**config.mk**
```make
export PLATFORM = sky130hd
export DESIGN_NAME = quad_oneshot_timer_with_tick_counter_top_flat
export DESIGN_NICKNAME = d
export VERILOG_FILES = /design/src/hdl/qotmr_pkg.sv /design/src/hdl/qotmr_in_if.sv /design/src/hdl/qotmr_out_if.sv /design/src/hdl/qotmr_core.sv /design/src/hdl/quad_oneshot_timer_with_tick_counter_top.sv /design/src/flat_wrapper.sv
export SDC_FILE = /design/constraint.sdc
export NUM_CORES = 2
export LEC_CHECK = 0
export ABC_AREA = 1
export BUFFER_PORTS_ARGS = -buffer_cell sky130_fd_sc_hd__buf_2
export CAP_MARGIN = 0
export CORE_MARGIN = 2
export CORE_UTILIZATION = 50
export CTS_CLUSTER_SIZE = 40
export DETAILED_ROUTE_END_ITERATION = 12
export HOLD_SLACK_MARGIN = 0.06
export PLACE_DENSITY_LB_ADDON = 0.12
export SYNTH_ARGS = -nofsm -noshare
export SYNTH_HDL_FRONTEND = slang
export SYNTH_SLANG_ARGS = --single-unit
```
**constraint.sdc**
```tcl
create_clock -name i_clk -period 11.79 [get_ports i_clk]
set_input_delay 0.5895 -clock i_clk [delete_from_list [all_inputs] [get_ports i_clk]]
set_output_delay 0.5895 -clock i_clk [all_outputs]
set_load 0.05 [all_outputs]
```
**src/hdl/qotmr_pkg.sv**
```systemverilog
// ----------------------------------------------------------------------------
// qotmr_pkg
// Shared types and constants of the quad one-shot timer with tick counter.
// ----------------------------------------------------------------------------
`default_nettype none

package qotmr_pkg;

    // counter geometry
    localparam int COUNT_WIDTH = 32;
    localparam int NUM_CH      = 4;
    localparam int NUM_ONESHOT = 3;
    localparam logic [1:0] TICK_CH = 2'd3;

    // field widths
    localparam int ACTION_W = 3;
    localparam int CHANNEL_W = 2;
    localparam int VALUE_W  = 32;
    localparam int TPU_W    = 8;
    localparam int TPERIOD_W = 16;
    localparam int READ_W   = 32;
    localparam int PROD_W   = VALUE_W + TPU_W;
    localparam int RELOAD_PROD_W = TPERIOD_W + TPU_W;
    localparam int CFG_DATA_W = TPERIOD_W;

    // reset values
    localparam logic [63:0] PERIOD_SHORT = 64'd150000000;
    localparam logic [63:0] PERIOD_LONG  = 64'd300000000;
    localparam logic [TPU_W-1:0]     TPU_RESET     = 8'd150;
    localparam logic [TPERIOD_W-1:0] TPERIOD_RESET = 16'd1000;

    typedef logic [COUNT_WIDTH-1:0] t_count;

    // action codes
    typedef enum logic [ACTION_W-1:0] {
        ACT_TICK  = 3'd0,
        ACT_START = 3'd1,
        ACT_SET   = 3'd2,
        ACT_QUERY = 3'd3,
        ACT_STOP  = 3'd4
    } t_action;

    // configuration register indexes
    typedef enum logic {
        REG_TICKS_PER_US   = 1'b0,
        REG_TICK_PERIOD_US = 1'b1
    } t_reg_idx;

    typedef struct packed {
        logic [ACTION_W-1:0]  action;
        logic [CHANNEL_W-1:0] channel;
        logic [VALUE_W-1:0]   value_us;
    } t_in_item;

    typedef struct packed {
        logic [READ_W-1:0] read_value;
        logic [NUM_CH-1:0] expired_mask;
    } t_out_item;

    typedef struct packed {
        logic [TPU_W-1:0] ticks_per_us;
        t_count           reload;
    } t_cfg;

endpackage

`default_nettype wire

```
**src/hdl/qotmr_in_if.sv**
```systemverilog
// ----------------------------------------------------------------------------
// qotmr_in_if
// Valid/ready channel carrying one timer command transaction.
// ----------------------------------------------------------------------------
`default_nettype none

interface qotmr_in_if;
    logic        valid;
    logic        ready;
    logic [2:0]  action;
    logic [1:0]  channel;
    logic [31:0] value_us;

    modport source (output valid, output action, output channel, output value_us,
                    input ready);
    modport sink   (input valid, input action, input channel, input value_us,
                    output ready);
endinterface

`default_nettype wire

```
**src/hdl/qotmr_out_if.sv**
```systemverilog
// ----------------------------------------------------------------------------
// qotmr_out_if
// Valid/ready channel carrying one timer result transaction.
// ----------------------------------------------------------------------------
`default_nettype none

interface qotmr_out_if;
    logic        valid;
    logic        ready;
    logic [31:0] read_value;
    logic [3:0]  expired_mask;

    modport source (output valid, output read_value, output expired_mask, input ready);
    modport sink   (input valid, input read_value, input expired_mask, output ready);
endinterface

`default_nettype wire

```
**src/hdl/qotmr_core.sv**
```systemverilog
// ----------------------------------------------------------------------------
// qotmr_core
// Timer state (counters, periods, run and done flags, tick total) and the
// next-state update for one registered command.
// ----------------------------------------------------------------------------
`default_nettype none

module qotmr_core (
    input  wire logic                 i_clk,
    input  wire logic                 i_rst_n,
    input  wire logic                 i_fire,
    input  wire qotmr_pkg::t_in_item  i_item,
    input  wire qotmr_pkg::t_cfg      i_cfg,
    output qotmr_pkg::t_out_item      o_result
);

    qotmr_pkg::t_count r_count  [qotmr_pkg::NUM_CH];
    qotmr_pkg::t_count r_period [qotmr_pkg::NUM_CH];
    qotmr_pkg::t_count n_count  [qotmr_pkg::NUM_CH];
    qotmr_pkg::t_count n_period [qotmr_pkg::NUM_CH];
    logic [qotmr_pkg::NUM_CH-1:0]      r_running, n_running;
    logic [qotmr_pkg::NUM_ONESHOT-1:0] r_done, n_done;
    logic [qotmr_pkg::READ_W-1:0]      r_total, n_total;

    logic [qotmr_pkg::NUM_CH-1:0]  w_mask;
    logic [qotmr_pkg::READ_W-1:0]  w_read;
    logic [qotmr_pkg::PROD_W-1:0]  w_prod;
    qotmr_pkg::t_count             w_inc [qotmr_pkg::NUM_CH];

    // period requested by a set command
    assign w_prod = {{qotmr_pkg::TPU_W{1'b0}}, i_item.value_us}
                  * {{qotmr_pkg::VALUE_W{1'b0}}, i_cfg.ticks_per_us};

    // next state for the current command
    always_comb begin
        n_count   = r_count;
        n_period  = r_period;
        n_running = r_running;
        n_done    = r_done;
        n_total   = r_total;
        w_mask    = '0;
        w_read    = '0;
        for (int c = 0; c < qotmr_pkg::NUM_CH; c++) begin
            w_inc[c] = r_count[c] + qotmr_pkg::t_count'(1);
        end

        case (i_item.action)
            qotmr_pkg::ACT_TICK: begin
                for (int c = 0; c < qotmr_pkg::NUM_CH; c++) begin
                    if (r_running[c]) begin
                        if (w_inc[c] == r_period[c]) begin
                            w_mask[c]  = 1'b1;
                            n_count[c] = '0;
                            if (c == qotmr_pkg::NUM_CH - 1) begin
                                n_period[c] = i_cfg.reload;
                            end else begin
                                n_running[c] = 1'b0;
                            end
                        end else begin
                            n_count[c] = w_inc[c];
                        end
                    end
                end
                // sticky done for the one-shot channels, tick total for the periodic one
                n_done = r_done | w_mask[qotmr_pkg::NUM_ONESHOT-1:0];
                if (w_mask[qotmr_pkg::TICK_CH]) begin
                    n_total = r_total + qotmr_pkg::READ_W'(1);
                end
            end
            qotmr_pkg::ACT_START: begin
                n_running[i_item.channel] = 1'b1;
            end
            qotmr_pkg::ACT_SET: begin
                n_count[i_item.channel]   = '0;
                n_running[i_item.channel] = 1'b1;
                if (i_item.channel == qotmr_pkg::TICK_CH) begin
                    n_period[i_item.channel] = i_cfg.reload;
                end else begin
                    n_period[i_item.channel] = qotmr_pkg::t_count'(w_prod);
                    n_done[i_item.channel]   = 1'b0;
                end
            end
            qotmr_pkg::ACT_QUERY: begin
                if (i_item.channel == qotmr_pkg::TICK_CH) begin
                    w_read = r_total;
                end else begin
                    w_read = {{(qotmr_pkg::READ_W-1){1'b0}}, r_done[i_item.channel]};
                    n_done[i_item.channel] = 1'b0;
                end
            end
            qotmr_pkg::ACT_STOP: begin
                n_running[i_item.channel] = 1'b0;
                n_done = '0;
                if (i_item.channel == qotmr_pkg::TICK_CH) begin
                    n_total = '0;
                end
            end
            default: begin
            end
        endcase
    end

    assign o_result.read_value   = w_read;
    assign o_result.expired_mask = w_mask;

    // state registers
    always_ff @(posedge i_clk) begin
        if (!i_rst_n) begin
            for (int c = 0; c < qotmr_pkg::NUM_CH; c++) begin
                r_count[c] <= '0;
            end
            r_period[0] <= qotmr_pkg::t_count'(qotmr_pkg::PERIOD_SHORT);
            r_period[1] <= qotmr_pkg::t_count'(qotmr_pkg::PERIOD_LONG);
            r_period[2] <= qotmr_pkg::t_count'(qotmr_pkg::PERIOD_SHORT);
            r_period[3] <= qotmr_pkg::t_count'(qotmr_pkg::PERIOD_LONG);
            r_running <= '0;
            r_done    <= '0;
            r_total   <= '0;
        end else if (i_fire) begin
            r_count   <= n_count;
            r_period  <= n_period;
            r_running <= n_running;
            r_done    <= n_done;
            r_total   <= n_total;
        end
    end

endmodule

`default_nettype wire

```
**src/hdl/quad_oneshot_timer_with_tick_counter_top.sv**
```systemverilog
// Flow: a command transaction accepted into the input register is moved into the
// result register when that register is free or being drained.
// Throughput: one command per cycle while the output side keeps ready high.
// Reset: synchronous, active low; clears counters, flags and tick total, loads
// default periods and configuration, and empties both registers.
// ----------------------------------------------------------------------------
// quad_oneshot_timer_with_tick_counter_top
// Four up-counting timers: three one-shot channels and one periodic tick
// channel, driven by command transactions with a configuration write port.
// ----------------------------------------------------------------------------
`default_nettype none

module quad_oneshot_timer_with_tick_counter_top (
    input  wire logic                             i_clk,
    input  wire logic                             i_rst_n,
    qotmr_in_if.sink                              i_in,
    qotmr_out_if.source                           o_out,
    input  wire logic                             i_cfg_we,
    input  wire logic                             i_cfg_idx,
    input  wire logic [qotmr_pkg::CFG_DATA_W-1:0] i_cfg_data
);

    logic                               r_in_valid;
    qotmr_pkg::t_in_item                r_in;
    logic                               r_out_valid;
    qotmr_pkg::t_out_item               r_out;
    logic [qotmr_pkg::TPU_W-1:0]        r_tpu;
    logic [qotmr_pkg::TPERIOD_W-1:0]    r_tperiod;
    qotmr_pkg::t_count                  r_reload;
    logic [qotmr_pkg::RELOAD_PROD_W-1:0] w_reload_prod;
    qotmr_pkg::t_cfg                    w_cfg;
    qotmr_pkg::t_out_item               w_result;
    logic                               w_fire;
    logic                               w_in_ready;

    // handshake: process when the result register is free or being drained
    assign w_fire     = r_in_valid && (!r_out_valid || o_out.ready);
    assign w_in_ready = !r_in_valid || w_fire;
    assign i_in.ready = w_in_ready;

    // input register
    always_ff @(posedge i_clk) begin
        if (!i_rst_n) begin
            r_in_valid <= 1'b0;
        end else if (w_in_ready) begin
            r_in_valid <= i_in.valid;
        end
    end

    always_ff @(posedge i_clk) begin
        if (i_in.valid && w_in_ready) begin
            r_in.action   <= i_in.action;
            r_in.channel  <= i_in.channel;
            r_in.value_us <= i_in.value_us;
        end
    end

    // configuration registers
    always_ff @(posedge i_clk) begin
        if (!i_rst_n) begin
            r_tpu     <= qotmr_pkg::TPU_RESET;
            r_tperiod <= qotmr_pkg::TPERIOD_RESET;
        end else if (i_cfg_we) begin
            case (i_cfg_idx)
                qotmr_pkg::REG_TICKS_PER_US:   r_tpu     <= i_cfg_data[qotmr_pkg::TPU_W-1:0];
                qotmr_pkg::REG_TICK_PERIOD_US: r_tperiod <= i_cfg_data;
                default: begin
                end
            endcase
        end
    end

    // periodic reload value, kept up to date from the configuration
    assign w_reload_prod = {{qotmr_pkg::TPU_W{1'b0}}, r_tperiod}
                         * {{qotmr_pkg::TPERIOD_W{1'b0}}, r_tpu};

    always_ff @(posedge i_clk) begin
        r_reload <= qotmr_pkg::t_count'(w_reload_prod);
    end

    assign w_cfg.ticks_per_us = r_tpu;
    assign w_cfg.reload       = r_reload;

    // timer state and update
    qotmr_core u_core (
        .i_clk    (i_clk),
        .i_rst_n  (i_rst_n),
        .i_fire   (w_fire),
        .i_item   (r_in),
        .i_cfg    (w_cfg),
        .o_result (w_result)
    );

    // result register
    always_ff @(posedge i_clk) begin
        if (!i_rst_n) begin
            r_out_valid <= 1'b0;
        end else if (w_fire) begin
            r_out_valid <= 1'b1;
        end else if (o_out.ready) begin
            r_out_valid <= 1'b0;
        end
    end

    always_ff @(posedge i_clk) begin
        if (w_fire) begin
            r_out <= w_result;
        end
    end

    assign o_out.valid        = r_out_valid;
    assign o_out.read_value   = r_out.read_value;
    assign o_out.expired_mask = r_out.expired_mask;

endmodule

`default_nettype wire

```
**src/flat_wrapper.sv**
```systemverilog
// flat-port wrapper written by rule: the top's interface ports become plain ports
module quad_oneshot_timer_with_tick_counter_top_flat 
  (i_clk, i_rst_n, i_cfg_we, i_cfg_idx, i_cfg_data, i_in_valid, i_in_action, i_in_channel, i_in_value_us, i_in_ready, o_out_valid, o_out_read_value, o_out_expired_mask, o_out_ready);
  qotmr_in_if i_in_i ();
  qotmr_out_if o_out_i ();
  input  wire logic i_clk;
  input  wire logic i_rst_n;
  input  wire logic i_cfg_we;
  input  wire logic i_cfg_idx;
  input  wire logic [qotmr_pkg::CFG_DATA_W-1:0] i_cfg_data;
  input wire logic [$bits(i_in_i.valid)-1:0] i_in_valid;
  input wire logic [$bits(i_in_i.action)-1:0] i_in_action;
  input wire logic [$bits(i_in_i.channel)-1:0] i_in_channel;
  input wire logic [$bits(i_in_i.value_us)-1:0] i_in_value_us;
  output wire logic [$bits(i_in_i.ready)-1:0] i_in_ready;
  output wire logic [$bits(o_out_i.valid)-1:0] o_out_valid;
  output wire logic [$bits(o_out_i.read_value)-1:0] o_out_read_value;
  output wire logic [$bits(o_out_i.expired_mask)-1:0] o_out_expired_mask;
  input wire logic [$bits(o_out_i.ready)-1:0] o_out_ready;
  assign i_in_i.valid = i_in_valid;
  assign i_in_i.action = i_in_action;
  assign i_in_i.channel = i_in_channel;
  assign i_in_i.value_us = i_in_value_us;
  assign i_in_ready = i_in_i.ready;
  assign o_out_valid = o_out_i.valid;
  assign o_out_read_value = o_out_i.read_value;
  assign o_out_expired_mask = o_out_i.expired_mask;
  assign o_out_i.ready = o_out_ready;
  quad_oneshot_timer_with_tick_counter_top u_core (.i_clk(i_clk), .i_rst_n(i_rst_n), .i_in(i_in_i), .o_out(o_out_i), .i_cfg_we(i_cfg_we), .i_cfg_idx(i_cfg_idx), .i_cfg_data(i_cfg_data));
endmodule
```
=== Yosys cells after proc, flatten, opt, wreduce, memory -nomap -nowiden ===
Cells that the tools add are included.
Widths: inputs -> output; s select.

* Add/subtract/negate cells: 5
* Multiply operators: 2
* Divide/modulo/power cells: 0
* Order comparisons: 4
* Eq/ne operators: 17
* Shift-type cells: 0
* Multiplexer cells: 49
* Bitwise gates (word level): 10
* Reduce and logical (&&, ||, !) cells: 28

{| class="wikitable"
|+ Operators by type and width
! operator !! count
|-
| $mux 32 || 13
|-
| $bwmux 128 || 2
|-
| $pmux 128 s2 || 1
|-
| $add 32x1->32 const B || 5
|-
| $and 128x128->128 || 1
|-
| $eq 32x32->1 || 4
|-
| $mux 128 || 1
|-
| $not 128->128 || 1
|-
| $pmux 32 s2 || 2
|-
| $demux 32 s2 || 1
|-
| $mul 32x8->32 || 1
|-
| $mul 16x8->24 || 1
|-
| $mux 1 || 24
|-
| $reduce_and 3->1 || 5
|-
| $ne 2x2->1 const B || 7
|-
| $pmux 4 s3 || 1
|-
| $reduce_and 2->1 || 5
|-
| $pmux 3 s3 || 1
|-
| $reduce_and 4->1 || 2
|-
| $eq 3x2->1 const B || 2
|-
| $reduce_bool 2->1 || 3
|-
| $reduce_bool 3->1 || 2
|-
| $and 4x4->4 || 1
|-
| $logic_and 1x1->1 || 4
|-
| other kinds (22) || 25
|}

* Bits in registers: 418
* Bits in latches: 0
* RAM bits: 0
* ROM bits: 0
* Bits of input ports: 59
* Output and inout port bits: 38
* Logic and storage cells: 137
* Memories: 0

=== Depth between registers and ports, before layout ===
* Word-level depth: 8
* Mapped depth: 26
* Gate-level depth less buffers: 24

=== Modules after synthesis ===
Synthesis repeated with hierarchy kept, for this count alone.

* Cell total of the unflattened synthesis: 5319
* Area, all modules: 35303.9 um2

{| class="wikitable"
|+ Modules (own cells, without submodules)
! module !! instances !! cells an instance !! area an instance (um2) !! sequential area each (um2)
|-
| qotmr_core || 1 || 4373 || 27045.9 || 5905.7
|-
| quad_oneshot_timer_with_tick_counter_top || 1 || 946 || 8257.9 || 3193.1
|}

=== Worst setup path before layout ===
Ideal clock, no wire load.

* Path kind: register to register
* Start point: reg u_core.r_tpu[7] (netlist bit)
* End point: reg u_core.u_core.r_period[122] (netlist bit)
* Library setup time: 0.116 ns
* Data arrival time: 4.825 ns
* Data required time: 11.674 ns
* Setup slack: 6.849 ns
* Stages on the path, launching flop included: 23
* Buffers on the path: 2
* Clock period less this slack: 4.941 ns
* Cell sequence: dfxtp_1 > clkbuf_1 > clkbuf_1 > nand2_1 > fa_1 > fa_1 > inv_1 > fa_1 > inv_1 > fa_1 > inv_1 > ha_1 > nand2_1 > inv_1 > a21oi_1 > o21ai_0 > a21boi_0 > o21ai_0 > nand3_1 > a21o_1 > nand3_1 > o211ai_1 > inv_1

* Longest elaborated chain between the ends: 3

{| class="wikitable"
|+ Ends and longest elaborated chain
! element !! line !! source
|-
| from (decl) || quad_oneshot_timer_with_tick_counter_top.sv:27 || <nowiki>logic [qotmr_pkg::TPU_W-1:0] r_tpu;</nowiki>
|-
| from (signal assigned) || quad_oneshot_timer_with_tick_counter_top.sv:61 || <nowiki>r_tpu <= qotmr_pkg::TPU_RESET;</nowiki>
|-
| from (signal assigned) || quad_oneshot_timer_with_tick_counter_top.sv:65 || <nowiki>qotmr_pkg::REG_TICKS_PER_US: r_tpu <= i_cfg_data[qotmr_pkg::TPU_W-1:0];</nowiki>
|-
| $mul 32x8->32 || qotmr_core.sv:32 || <nowiki>* {{qotmr_pkg::VALUE_W{1'b0}}, i_cfg.ticks_per_us};</nowiki>
|-
| $bwmux 128 || qotmr_core.sv:79 || <nowiki>n_period[i_item.channel] = qotmr_pkg::t_count'(w_prod);</nowiki>
|-
| $mux 128 || qotmr_core.sv:76 || <nowiki>if (i_item.channel == qotmr_pkg::TICK_CH) begin</nowiki>
|-
| to (signal assigned) || qotmr_core.sv:121 || <nowiki>r_period <= n_period;</nowiki>
|-
| to (decl) || qotmr_core.sv:18 || <nowiki>qotmr_pkg::t_count r_period [qotmr_pkg::NUM_CH];</nowiki>
|}

Every way passes these cells.
A chain may end at the register's enable or synchronous reset.

=== Final worst setup path ===
* Start point: reg u_core.r_tpu[5] (netlist bit)
* End point: reg u_core.u_core.r_period[122] (netlist bit)

The elaborated chain is that of the path after synthesis.

==> metrics.txt <==
result of the run=completed; drt first pass iters=5; routability cong.=0.9353; initial antenna violation count=0; cell occurring most often along the worst timing path=sky130_fd_sc_hd__inv_1; Final Routed Wirelength=97.28 mm; Non-Filler Instances=5903; die span in y=265.2 µm; half-perimeter wire length after placement=70.81 mm; Most used DFF post-synth=sky130_fd_sc_hd__dfxtp_1; RR Startpoint=u_core.r_tpu[5]; H-tree lvl count=2; setup TNS=0 ps; class of the tightest hold or removal check=input pin to flip-flop; post-synthesis async set-or-reset flop share=0; global-route wire length before repair=159.0 mm; Post-synth EDFFs=73; hold path startpoint=i_in_value_us[15]; via count of the first global-routing pass=29660; number of DRC markers after the initial detailed-route iteration=2762; per-cell via count in the routed design=5.249; setup repair after global routing missed its margin=false; worst slew pin tran=1138 ps; leading post-synthesis cells by cell area=sky130_fd_sc_hd__dfxtp_1, sky130_fd_sc_hd__fa_1, sky130_fd_sc_hd__nand2_1, sky130_fd_sc_hd__inv_1, sky130_fd_sc_hd__edfxtp_1; combined global-route utilization of all metal layers=0.2786; shortest clock period the worst path allows after layout=5791 ps; share of post-route cells with drive strength above 1=0.05547; end point of the most critical hold path=u_core.r_in[15]; required time of the worst setup path=12290 ps; clk slew on worst S/H paths=60 ps; Fin. Hold Viols=0; PnR worst setup slack=5999 ps; startpoint types=flip-flop; depth of the worst hold-timing path=1; Mapped Avg Cell Area=6.781 µm²; initial core utilization=0.5061; Core Box Area=67400 µm²; site row count=95; setup fix buffers added after clock tree synthesis=0; Power Density=173.3 nW/µm²; most instantiated library cell after synthesis=sky130_fd_sc_hd__nand2_1; layout overhead on the synthesized area=7.997%; library cell occupying the most area in the post-synthesis netlist=sky130_fd_sc_hd__dfxtp_1; count of unresolved DRC violations after routing=0; worst-path maximum fanout=24; Num Clock Sinks=418; global route overflow=0; Net count, final=5376; standby leakage power=18.10 nW; Setup-failing EPs final=0; Distinct cells, synth=51; Die X-Extent=265.2 µm; number of antenna diodes=0; fmax=172.7 MHz; Cell Area, Synth=34110 µm²; setup skew after layout=33.23 ps; clock tree from TritonCTS=yes; buffers added on ports=96; Worst R2R End=u_core.u_core.r_period[122]; critical path, cell by cell=buf_4, nand2_1, fa_1, fa_1, inv_1, fa_1, inv_1, fa_1, inv_1, ha_1, nand2_1, inv_1, a21oi_1, o21ai_0, a21boi_0, o21ai_0, nand3_1, a21o_1, nand3_1, o211ai_1, inv_1; flop and latch count out of synthesis=418; max-slew violation count=0; nature of the critical path endpoint=flip-flop; quantity of gates resized following cts=0; wire length per cell=16.48 µm; count of nets left with antenna violations after detail routing=0; number of nets in the synthesized netlist=5418; instance area after placement=35020 µm²; worst slew margin relative to its limit=0.2361; clock insertion delay at the later pin of the skew report=620 ps; cell count after synthesis=5030; share of synthesized area occupied by flip-flops and latches=0.2668; Max-Cap Viols=0; start-to-end type of the worst setup path=flip-flop to flip-flop; Final Cycle Share=0.4912; IO Pins=97; CP Data Arrival Time=6290 ps; worst-case register-to-register setup slack=6000 ps; Worst path slowest cell=sky130_fd_sc_hd__dfxtp_1; delay of the slowest cell on the worst path=810 ps; worst setup path startpoint=u_core.r_tpu[5]; number of buffers on the longest clock path=3; power consumption=6.383 mW; reg2reg path depth=21; CTS Hold Buffers Added=0; VDD IR-drop max=0.1899 mV; die area=70320 µm²; number of buffers inserted during clock tree synthesis=51; worst setup timing slack at the placement stage=6004 ps; final design instance area without fill=36840 µm²; largest net degree at the start of global routing=125; commonest cells in the netlist=sky130_fd_sc_hd__nand2_1, sky130_fd_sc_hd__inv_1, sky130_fd_sc_hd__nor2_1, sky130_fd_sc_hd__a21oi_1, sky130_fd_sc_hd__dfxtp_1; clock tree root driver cell=sky130_fd_sc_hd__clkbuf_16; Yosys warnings=0; Synth top area share=0.2025; vias after detailed routing=30990; post-placement cell count=5808
-- cells in the final DEF, fill, tap and decap left out, types with 89 or more instances in the layout --
cell,count
sky130_fd_sc_hd__inv_1,912
sky130_fd_sc_hd__o21ai_0,211
sky130_fd_sc_hd__a21oi_1,383
sky130_fd_sc_hd__nor2_1,433
sky130_fd_sc_hd__xor2_1,111
sky130_fd_sc_hd__ha_1,89
sky130_fd_sc_hd__nand3_1,339
sky130_fd_sc_hd__buf_2,95
sky130_fd_sc_hd__nand2_1,1271
sky130_fd_sc_hd__fa_1,240
sky130_fd_sc_hd__dfxtp_1,340
-- stage by stage --
| stage | hold slack [ps] | util |
|---|---|---|
| detailed placement | 445.9 | 0.5196 |
| global route | 144.9 | 0.5466 |
| finish | 155.7 | 0.5466 |
| CTS | 131.8 | 0.5466 |
| global placement | 439.6 | 0.5196 |
| floorplan | 430.6 | - |
-- registers in the layout, summed over array words and instances (netlist names), 8 cells and up --
name                     flops
u_core.r_tpu                 8
u_core.u_core.r_period     128
u_core.r_reload             24
u_core.r_tperiod            16
u_core.o_out.read_value     32
u_core.u_core.r_total       32
u_core.u_core.r_count      128
u_core.r_in                 37
-- area by class of cell --
| type | instances | area (µm²) |
|---|---|---|
| Fill cell | 6758 | 30560 |
| Multi-Input combinational cell | 3474 | 20680 |
| Sequential cell | 418 | 9105 |
| Inverter | 921 | 3461 |
| Clock buffer | 65 | 1441 |
| Tap cell | 873 | 1092 |
| Timing Repair Buffer | 122 | 681.9 |
| Clock inverter | 30 | 377.9 |
-- worst max-delay path by stage --
| stage | slack, ps | endpoint |
|---|---|---|
| floorplan | 6850 | u_core.u_core.r_period[122] |
| global placement | 6130 | u_core.u_core.r_period[90] |
| detailed placement | 6000 | u_core.u_core.r_period[90] |
| CTS | 6000 | u_core.u_core.r_period[90] |
| global route | 5490 | u_core.u_core.r_period[122] |
| finish | 6000 | u_core.u_core.r_period[122] |
-- kinds of logic (layout without fill, tap and decap cells) --
| logic type | count (synthesis) | in the layout | share of synthesized area |
|---|---|---|---|
| simple gates | 2313 | 2313 | 0.2869 |
| buf+inv | 1138 | 1138 | 0.1282 |
| compound gates | 682 | 682 | 0.1061 |
| flops | 418 | 418 | 0.2668 |
| fa+ha+maj | 329 | 329 | 0.1735 |
| xor+xnor | 150 | 150 | 0.03852 |
-- power by group --
group / internal (mW) / switching, mW / total [mW]
clock network: 1.02 / 0.674 / 1.70
registers: 1.53 / 0.0659 / 1.60
logic: 0.997 / 2.09 / 3.09
total: 3.55 / 2.83 / 6.38
-- worst max-delay path, delay by kind of cell, from the launching register on --
| family | cells | cell delay [ps] |
|---|---|---|
| fa+ha+maj | 5 | 2410 |
| simple gates | 4 | 400 |
| buf+inv | 6 | 670 |
| flops | 1 | 810 |
| compound gates | 6 | 1390 |
-- routing by layer --
layer  wire, µm  track usage
met5          0            0
met2      44180       0.4597
met1      44980       0.3880
met3       5540      0.02962
met4       2571      0.07971
Power figures use the tool's default switching activity.
